**config.mk**
```make
export PLATFORM = sky130hd
export DESIGN_NAME = serial_frame_receiver_unit
export DESIGN_NICKNAME = d
export VERILOG_FILES = /design/src/rtl/sfr_pkg.sv /design/src/rtl/sfr_ctrl.sv /design/src/rtl/sfr_dp.sv /design/src/rtl/serial_frame_receiver_unit.sv
export SDC_FILE = /design/constraint.sdc
export NUM_CORES = 1
export LEC_CHECK = 0
export BUFFER_PORTS_ARGS = -buffer_cell sky130_fd_sc_hd__buf_4
export CAP_MARGIN = 0
export CORE_MARGIN = 5
export CORE_UTILIZATION = 40
export CTS_CLUSTER_SIZE = 28
export DETAILED_ROUTE_END_ITERATION = 8
export PLACE_DENSITY = 0.66
export SLEW_MARGIN = 15
export SYNTH_ARGS = -nofsm -noshare
export SYNTH_HDL_FRONTEND = slang
export SYNTH_HIERARCHICAL = 1
export SYNTH_SLANG_ARGS = --single-unit
export TNS_END_PERCENT = 5
```
**constraint.sdc**
```tcl
create_clock -name clk -period 8.4 [get_ports clk]
set_input_delay 0.42 -clock clk [delete_from_list [all_inputs] [get_ports clk]]
set_output_delay 0.42 -clock clk [all_outputs]
set_load 0.03 [all_outputs]
```
**src/rtl/sfr_pkg.sv**
```systemverilog
// Shared constants, state encoding and control/status bundles for the
// serial frame receiver. No dependencies; imported by every rtl module.
`default_nettype none

package sfr_pkg;

    localparam int MAX_LEN     = 31;
    localparam int STORE_DEPTH = MAX_LEN + 1;
    localparam int IDX_W       = $clog2(STORE_DEPTH);
    localparam int CNT_W       = $clog2(STORE_DEPTH + 1);
    localparam int LEN_W       = $clog2(MAX_LEN + 1);
    localparam int BYTE_W      = 8;
    localparam int REG_IDX_W   = 1;

    localparam logic [BYTE_W-1:0] HEADER_FIRST_RST  = 8'd85;
    localparam logic [BYTE_W-1:0] HEADER_SECOND_RST = 8'd204;

    localparam logic [REG_IDX_W-1:0] REG_HEADER_FIRST  = 1'b0;
    localparam logic [REG_IDX_W-1:0] REG_HEADER_SECOND = 1'b1;

    typedef enum logic [2:0] {
        ST_HUNT_FIRST,
        ST_HUNT_SECOND,
        ST_LENGTH,
        ST_PAYLOAD,
        ST_DRAIN
    } sfr_state_t;

    typedef struct packed {
        logic init_xor;
        logic add_hdr2;
        logic start_len;
        logic store_payload;
        logic start_drain;
        logic emit;
    } sfr_cmd_t;

    typedef struct packed {
        logic hdr1_match;
        logic hdr2_match;
        logic len_ok;
        logic left_zero;
        logic sum_match;
        logic out_load_ok;
        logic drain_last;
    } sfr_stat_t;

endpackage : sfr_pkg

`default_nettype wire

```
**src/rtl/sfr_ctrl.sv**
```systemverilog
// Frame hunting and output burst state machine of the serial frame receiver.
// Depends on sfr_pkg; drives the datapath through sfr_cmd_t.
`default_nettype none

module sfr_ctrl (
    input  wire logic              clk,
    input  wire logic              rst_n,
    input  wire logic              s_tvalid,
    input  wire logic              s_tuser,
    output logic                   s_tready,
    input  wire sfr_pkg::sfr_stat_t stat,
    output sfr_pkg::sfr_cmd_t      cmd
);
    import sfr_pkg::*;

    sfr_state_t state_reg;
    sfr_state_t state_next;
    logic       take;

    // Error bytes are transferred but otherwise ignored.
    assign take = s_tvalid && (state_reg != ST_DRAIN) && !s_tuser;

    always_ff @(posedge clk or negedge rst_n)
    begin
        if (!rst_n)
        begin
            state_reg <= ST_HUNT_FIRST;
        end
        else
        begin
            state_reg <= state_next;
        end
    end

    always_comb
    begin
        state_next = state_reg;
        unique case (state_reg)
            ST_HUNT_FIRST:
            begin
                if (take && stat.hdr1_match)
                    state_next = ST_HUNT_SECOND;
            end
            ST_HUNT_SECOND:
            begin
                if (take)
                    state_next = stat.hdr2_match ? ST_LENGTH : ST_HUNT_FIRST;
            end
            ST_LENGTH:
            begin
                if (take)
                    state_next = stat.len_ok ? ST_PAYLOAD : ST_HUNT_FIRST;
            end
            ST_PAYLOAD:
            begin
                if (take && stat.left_zero)
                    state_next = stat.sum_match ? ST_DRAIN : ST_HUNT_FIRST;
            end
            ST_DRAIN:
            begin
                if (stat.out_load_ok && stat.drain_last)
                    state_next = ST_HUNT_FIRST;
            end
            default:
            begin
                state_next = ST_HUNT_FIRST;
            end
        endcase
    end

    always_comb
    begin
        cmd      = '0;
        s_tready = 1'b1;
        unique case (state_reg)
            ST_HUNT_FIRST:
            begin
                cmd.init_xor = take && stat.hdr1_match;
            end
            ST_HUNT_SECOND:
            begin
                cmd.add_hdr2 = take && stat.hdr2_match;
            end
            ST_LENGTH:
            begin
                cmd.start_len = take && stat.len_ok;
            end
            ST_PAYLOAD:
            begin
                cmd.store_payload = take && !stat.left_zero;
                cmd.start_drain   = take && stat.left_zero && stat.sum_match;
            end
            ST_DRAIN:
            begin
                s_tready = 1'b0;
                cmd.emit = stat.out_load_ok;
            end
            default:
            begin
                s_tready = 1'b1;
            end
        endcase
    end

endmodule : sfr_ctrl

`default_nettype wire

```
**src/rtl/sfr_dp.sv**
```systemverilog
// Datapath of the serial frame receiver: header registers, checksum,
// counters, frame memory and output register. Depends on sfr_pkg.
`default_nettype none

module sfr_dp (
    input  wire logic                           clk,
    input  wire logic                           rst_n,
    input  wire logic                           cfg_we,
    input  wire logic [sfr_pkg::REG_IDX_W-1:0]  cfg_index,
    input  wire logic [sfr_pkg::BYTE_W-1:0]     cfg_data,
    input  wire logic [sfr_pkg::BYTE_W-1:0]     rx_byte,
    input  wire sfr_pkg::sfr_cmd_t              cmd,
    output sfr_pkg::sfr_stat_t                  stat,
    output logic                                m_tvalid,
    input  wire logic                           m_tready,
    output logic [sfr_pkg::BYTE_W-1:0]          m_tdata,
    output logic                                m_tlast
);
    import sfr_pkg::*;

    logic [BYTE_W-1:0] hdr_first_reg;
    logic [BYTE_W-1:0] hdr_second_reg;
    logic [BYTE_W-1:0] xor_reg;
    logic [CNT_W-1:0]  windex_reg;
    logic [LEN_W-1:0]  left_reg;
    logic [LEN_W-1:0]  len_reg;
    logic [IDX_W-1:0]  rd_addr_reg;
    logic [BYTE_W-1:0] rd_data_reg;
    logic              fetch_valid_reg;
    logic              out_valid_reg;
    logic              out_valid_next;
    logic [BYTE_W-1:0] out_data_reg;
    logic              out_last_reg;
    logic              store_en;
    logic [BYTE_W-1:0] store_mem [STORE_DEPTH];

    assign store_en = cmd.start_len || cmd.store_payload;

    always_ff @(posedge clk or negedge rst_n)
    begin
        if (!rst_n)
        begin
            hdr_first_reg  <= HEADER_FIRST_RST;
            hdr_second_reg <= HEADER_SECOND_RST;
        end
        else if (cfg_we)
        begin
            unique case (cfg_index)
                REG_HEADER_FIRST:  hdr_first_reg  <= cfg_data;
                REG_HEADER_SECOND: hdr_second_reg <= cfg_data;
                default:           hdr_first_reg  <= hdr_first_reg;
            endcase
        end
    end

    always_ff @(posedge clk or negedge rst_n)
    begin
        if (!rst_n)
        begin
            xor_reg         <= '0;
            windex_reg      <= '0;
            left_reg        <= '0;
            len_reg         <= '0;
            rd_addr_reg     <= '0;
            fetch_valid_reg <= 1'b0;
            out_valid_reg   <= 1'b0;
        end
        else
        begin
            out_valid_reg <= out_valid_next;
            if (cmd.init_xor)
                xor_reg <= hdr_first_reg;
            else if (cmd.add_hdr2)
                xor_reg <= xor_reg ^ hdr_second_reg;
            else if (store_en)
                xor_reg <= xor_reg ^ rx_byte;

            if (cmd.add_hdr2)
                windex_reg <= '0;
            else if (store_en)
                windex_reg <= windex_reg + CNT_W'(1);

            if (cmd.start_len)
            begin
                left_reg <= rx_byte[LEN_W-1:0];
                len_reg  <= rx_byte[LEN_W-1:0];
            end
            else if (cmd.store_payload)
            begin
                left_reg <= left_reg - LEN_W'(1);
            end

            // One read per byte: advance address, then wait for fresh data.
            if (cmd.start_drain)
            begin
                rd_addr_reg     <= '0;
                fetch_valid_reg <= 1'b0;
            end
            else if (cmd.emit)
            begin
                rd_addr_reg     <= rd_addr_reg + IDX_W'(1);
                fetch_valid_reg <= 1'b0;
            end
            else
            begin
                fetch_valid_reg <= 1'b1;
            end
        end
    end

    always_ff @(posedge clk)
    begin
        if (store_en)
            store_mem[windex_reg[IDX_W-1:0]] <= rx_byte;
        rd_data_reg <= store_mem[rd_addr_reg];
    end

    always_ff @(posedge clk)
    begin
        if (cmd.emit)
        begin
            out_data_reg <= rd_data_reg;
            out_last_reg <= stat.drain_last;
        end
    end

    always_comb
    begin
        if (cmd.emit)
            out_valid_next = 1'b1;
        else if (m_tready)
            out_valid_next = 1'b0;
        else
            out_valid_next = out_valid_reg;
    end

    always_comb
    begin
        stat.hdr1_match  = (rx_byte == hdr_first_reg);
        stat.hdr2_match  = (rx_byte == hdr_second_reg);
        stat.len_ok      = (rx_byte != '0) && (rx_byte <= BYTE_W'(MAX_LEN));
        stat.left_zero   = (left_reg == '0);
        stat.sum_match   = (rx_byte == xor_reg);
        stat.out_load_ok = fetch_valid_reg && (!out_valid_reg || m_tready);
        stat.drain_last  = (LEN_W'(rd_addr_reg) == len_reg);
    end

    assign m_tvalid = out_valid_reg;
    assign m_tdata  = out_data_reg;
    assign m_tlast  = out_last_reg;

endmodule : sfr_dp

`default_nettype wire

```
**src/rtl/serial_frame_receiver_unit.sv**
```systemverilog
// Top level of the serial frame receiver: joins the controller and datapath.
// Depends on sfr_pkg, sfr_ctrl and sfr_dp.
//
// Usage:
//   The slave stream carries received UART bytes, one per transfer: s_tdata
//   holds the byte, s_tuser flags a receive error. Error bytes are taken and
//   dropped. The block hunts for two header bytes, a length byte (1..31),
//   that many payload bytes and an XOR checksum byte. On a good checksum the
//   master stream replays the length byte and the payload, m_tlast on the
//   final byte; a bad, zero or oversized length and a bad checksum drop the
//   frame silently.
//   Throughput: while receiving, one byte per cycle. After a good checksum
//   the block holds s_tready low for the burst of length+1 stored bytes;
//   each one is fetched by a registered read of the frame memory and then
//   loaded into the output register before the next one is fetched. After
//   the checksum transfer the read address is reset to the length byte.
//   A stalled master side holds the burst in place (the output register
//   keeps its byte); once the burst is read out, input resumes even if the
//   final byte still waits on m_tready.
//   Reset: hunting the first header, headers back to 0x55 and 0xCC, no
//   output pending. The frame memory needs no clearing pass.
//   Configuration: cfg_we with cfg_index 0 (first header) or 1 (second
//   header); write only while the block is idle.
`default_nettype none

module serial_frame_receiver_unit (
    input  wire logic                          clk,
    input  wire logic                          rst_n,
    input  wire logic                          cfg_we,
    input  wire logic [sfr_pkg::REG_IDX_W-1:0] cfg_index,
    input  wire logic [sfr_pkg::BYTE_W-1:0]    cfg_data,
    input  wire logic                          s_tvalid,
    output logic                               s_tready,
    input  wire logic [sfr_pkg::BYTE_W-1:0]    s_tdata,   // [7:0] rx_byte
    input  wire logic                          s_tuser,   // [0] rx_error
    output logic                               m_tvalid,
    input  wire logic                          m_tready,
    output logic [sfr_pkg::BYTE_W-1:0]         m_tdata,   // [7:0] frame_byte
    output logic                               m_tlast
);
    import sfr_pkg::*;

    sfr_cmd_t  cmd;
    sfr_stat_t stat;

    // Controller: decides what each transferred byte means.
    sfr_ctrl u_ctrl (
        .clk      (clk),
        .rst_n    (rst_n),
        .s_tvalid (s_tvalid),
        .s_tuser  (s_tuser),
        .s_tready (s_tready),
        .stat     (stat),
        .cmd      (cmd)
    );

    // Datapath: checksum, frame memory and output register.
    sfr_dp u_dp (
        .clk       (clk),
        .rst_n     (rst_n),
        .cfg_we    (cfg_we),
        .cfg_index (cfg_index),
        .cfg_data  (cfg_data),
        .rx_byte   (s_tdata),
        .cmd       (cmd),
        .stat      (stat),
        .m_tvalid  (m_tvalid),
        .m_tready  (m_tready),
        .m_tdata   (m_tdata),
        .m_tlast   (m_tlast)
    );

`ifndef NO_ASSERTIONS
    // A good checksum must close the input side for the burst.
    a_drain_blocks_input: assert property (@(posedge clk) disable iff (!rst_n)
        cmd.start_drain |=> !s_tready)
        else $error("input still open after checksum accept");

    // Loading the final stored byte presents it marked last.
    a_last_marked: assert property (@(posedge clk) disable iff (!rst_n)
        (cmd.emit && stat.drain_last) |=> (m_tvalid && m_tlast))
        else $error("final burst byte not marked last");

    // Never store past the announced payload length.
    a_no_overstore: assert property (@(posedge clk) disable iff (!rst_n)
        cmd.store_payload |-> !stat.left_zero)
        else $error("payload stored beyond length");

    // No byte is emitted while the input side is taking data.
    a_emit_only_closed: assert property (@(posedge clk) disable iff (!rst_n)
        cmd.emit |-> !s_tready)
        else $error("emit while input open");
`endif

endmodule : serial_frame_receiver_unit

`default_nettype wire
```
======== Yosys cells after proc, flatten, opt, wreduce, memory -nomap -nowiden ========
Memories as Yosys holds them, arrays and structs flattened. A register that Yosys moved wholly into a read port is not among the register bits.
Cells that the tools add are included.
storage, ports and cells
  flip-flop bits (word level) ............. 59
  latch bits .............................. 0
  memory bits (writable) .................. 256
  memory bits (read-only) ................. 0
  input port bits ......................... 23
  output and inout bits ................... 11
  logic and storage cells ................. 91
  memories ................................ 1
cells by class
  $add $sub $neg .......................... 3
  multipliers ............................. 0
  div/mod/pow operators ................... 0
  order comparisons ....................... 1
  eq/ne operators ......................... 14
  shift operators ......................... 0
  multiplexer cells ....................... 30
  bitwise logic cells ..................... 3
  reduce and logical (&&, ||, !) cells .... 27
memory list
  name            words  width  read ports  clocked after memory_dff  wr ports  RTL line      text
  u_dp.store_mem  32     8      1           1                         1         sfr_dp.sv:35  logic [BYTE_W-1:0] store_mem [STORE_DEPTH];
operator list
  cell                 number
  $eq 8x8->1           3
  $mux 8               3
  $mux 5               4
  $mux 3               6
  $xor 8x8->8          2
  $pmux 3 s5           1
  $mux 6               2
  $logic_and 1x1->1    11
  $mux 1               11
  $ne 2x1->1 const B   5
  $le 8x5->1 const B   1
  $reduce_bool 2->1    4
  $reduce_bool 8->1    1
  $add 6x1->6 const B  1
  $eq 3x2->1 const B   2
  $mux 2               3
  $add 5x1->5 const B  1
  $eq 5x5->1           1
  $logic_not 5->1      1
  $reduce_and 5->1     1
  $sub 5x1->5 const B  1
  $reduce_and 2->1     2
  $eq 3x1->1 const B   1
  $eq 3x3->1 const B   1
  6 further kinds      9

======== Depth between registers and ports, before layout ========
  word-level depth ........................ 10
  depth in mapped cells ................... 11
  gate-level depth less buffers ........... 9

======== Cells and area by module ========
The synthesis kept the hierarchy.
modules (own cells, without submodules)
  module    times used  cells an instance  area an instance (µm²)  seq. area each (µm²)
  sfr_dp    1           731                12771.0                 9278.9
  sfr_ctrl  1           32                 279.0                   75.1

======== Worst setup path after synthesis ========
No wires, ideal clock.
  path kind ............................... input to register
  start point ............................. in s_tdata[3] in the netlist's numbering
  end point ............................... mem u_dp.store_mem[10][0] (enable)
  library setup time ...................... 370 ps
  arrival ................................. 2531 ps
  data required time ...................... 8030 ps
  slack ................................... 5499 ps
  cell stages on the path ................. 10
  buffers on the path ..................... 2
  cells stage by stage .................... clkbuf_1 -> or4_1 -> nor2_1 -> nor4_1 -> nand2_1 -> nor4_1 -> or2_1 -> clkbuf_1 -> nand2_1 -> nor2_1
RTL lines
  element          RTL line                          text
  start, declared  serial_frame_receiver_unit.sv:34  input wire logic [sfr_pkg::BYTE_W-1:0] s_tdata,
  end, declared    sfr_dp.sv:35

==> results.md <==
* Status: finished clean
* Final nets at 825
* Post-Syn Area at 13,100 um^2
* CP endpoint kind: flop
* Final Skew at 0.0145 ns
* Detailed Routing Iterations Pass 1 at 5
* Relative slew slack at 34.4%
* Syn nets at 792
* Post-synthesis sequential area ratio at 71.7%
* RSZ-0062 raised after global routing: false
* Ys flop type: edfxtp_1
* Starting Density at 40.3%
* Synth cell types at 55
* Crit path kind: reg -> reg
* Yosys top cell area share at 61.0%
* Cells after synthesis at 763
* First-pass GRT wire length at 42,900 um
* All-Layer GR Usage at 15.3%
* Synth Warn # at 6
* Std cell rows at 66
* Worst-Skew Late Latency at 0.57 ns
* Setup TNS at 0 ns
* PortBufs at 33
* Die area at 36,300 um^2
* Critical path endpoint: u_dp/rd_data_reg[7]
* Final wirelength at 27,600 um
* Least-Margin Pin Slew at 0.960 ns
* # Max-Cap Violations at 0
* Global route overflow at 0
* Pleak at 4.73 nW
* Max reg flops at 256
* Flops & latches, synth at 322
* Reg-to-Reg End: u_dp/rd_data_reg[7]
* Post-synth top area cell: edfxtp_1
* Async SR Flop Fraction at 15.2%
* Die height at 191 um
* Startpoint types: flop
* Final HPWL DP at 16,800 um
* Critical path origin: u_dp/rd_addr_reg[0]
* DR WL/cell at 21.9 um
* Max H-tree Level at 1
* Hold depth at 2
* DR vias/cell at 5.33
* Max frequency at 272 MHz
* CTS tree: yes
* DP Area at 13,700 um^2
* Vias in the first global route at 7,053
* PwrDens at 224 nW/um^2
* Slew Limit Fails at 0
* GP Congestion at 0.780
* FF/Latch Area at 9360 um^2
* Worst Reg2Reg Path Length in Cells at 5
* Final period util at 43.8%
* Antenna diodes at 0
* Multi-input logic area at 3450 um^2
* CTS max path bufs at 3
* Final Util at 45.8%
* Top post-synthesis cells by count: edfxtp_1, nor2_1, mux4_2
* Num Clock Sinks at 322
* Period minus WS final at 3.68 ns
* Root Buffer Master: clkbuf_16
* Maximum vdd drop at 0.000171 V
* Initial DRC count at 491
* Post-synth EDFFs at 265
* Core area at 32,400 um^2
* FF-to-FF Start: u_dp/rd_addr_reg[0]
* Setup bufs post-CTS at 0
* Worst R2R Setup Slack at 4.72 ns
* Pre-CTS setup slack at 4.72 ns
* Ratio of cells with drive above 1 in the final layout at 22.4%
* Most common cell in the netlist: edfxtp_1
* Top-level port count at 34
* Initial antenna violation count at 0
* Die Wd at 191 um
* Finish-stage setup viols at 0
* Dominant cells by area after synthesis: edfxtp_1, mux4_2, dfrtp_1, mux2i_1, xnor2_1
* Final instance area at 14,800 um^2
* CTS clk-pin slew, worst paths at 0.06 ns
* Via count at 6,736
* Fin. Hold Viols at 0
* CP max FO at 44
* Number of fill cells in the layout at 2,801
* TritonCTS Buffers at 31
* Pin count of the biggest net entering global routing at 50
* Crit path DAT at 4.08 ns
* P&R area growth vs syn at 13.6%
* Worst min-delay path class: in -> reg
* Post-Syn Area per Cell at 17.1 um^2
* Worst Path Required at 8.80 ns
* DRT antenna net count at 0
* PnR worst setup slack at 4.72 ns
* Final routed DRC violation total at 0
-- power by group --
part           total [mW]  leakage [nW]  switching, mW  internal, mW
logic               0.104          1.14         0.0574        0.0462
registers            1.78          3.05         0.0230          1.75
clock network        1.44         0.542          0.581         0.861
total                3.32          4.73          0.662          2.66
-- worst min path at each step --
stage,to,from,slack (ns)
2_1_floorplan,u_ctrl/state_reg[0],rst_n,0.12
3_3_place_gp,u_dp/m_tdata[5],u_dp/rd_data_reg[5],0.39
3_5_place_dp,u_dp/m_tdata[2],u_dp/rd_data_reg[2],0.39
4_1_cts,u_dp/hdr_second_reg[0],cfg_data[0],0.08
5_1_grt,u_dp/hdr_first_reg[7],cfg_data[7],0.09
6_report,u_dp/hdr_second_reg[0],cfg_data[0],0.1
-- repair_timing --
action / CTS / global route
resized for setup: 0 / 0
hold buffers: 1 / 0
hold endpoints to repair: 41 / 0
-- logic make-up (layout without fill, tap and decap cells) --
logic type | after synthesis | in the layout | share of synthesized area, %
compound gates | 96 | 96 | 4.88
mux | 101 | 101 | 12.4
simple gates | 135 | 135 | 5.09
buf+inv | 54 | 112 | 2.05
flops | 322 | 322 | 71.7
xor+xnor | 49 | 49 | 3.29
fa+ha+maj | 6 | 6 | 0.575
-- layout make-up --
class / count / area share, %
clock buffers: 44 / 6.25
clock inverters: 14 / 1.11
inverters: 10 / 0.253
multi-input cells: 387 / 23.3
flip-flops and latches: 322 / 63.1
well taps: 442 / 3.73
repair buffers: 44 / 2.25
-- metal layers --
layer	share of wire [%]	GRT usage [%]	vias to the layer above
met5	0	0	-
met4	2.1	3.31	0
met3	5.2	2.03	45
met2	51	26.5	197
met1	42	21.0	3470
li1	-	-	3024
-- layout by cell type, fill, tap and decap left out, types with 24 or more instances in the layout --
cell type    n
o21ai_0     24
mux2i_1     35
xnor2_1     39
edfxtp_1   265
dfrtp_1     40
nand2_1     35
clkbuf_16   32
nor2_1      53
buf_4       43
mux4_2      47
-- through the flow --
step	instances	total power [mW]	hold WS (ns)
3_5_place_dp	1204	1.92	0.389
4_1_cts	1263	3.36	0.0757
3_3_place_gp	1204	1.92	0.392
5_1_grt	1263	3.44	0.0882
6_report	1263	3.32	0.0996
2_1_floorplan	763	1.86	0.124
-- worst max-delay path, stage by stage, from the launching register on --
cell and delay, ns:
dfrtp_4 0.94, buf_4 0.77, mux4_2 0.60, a22o_1 0.27, a2111oi_0 0.83, a21oi_1 0.06
Note: power is estimated with default switching activity, not from simulation.
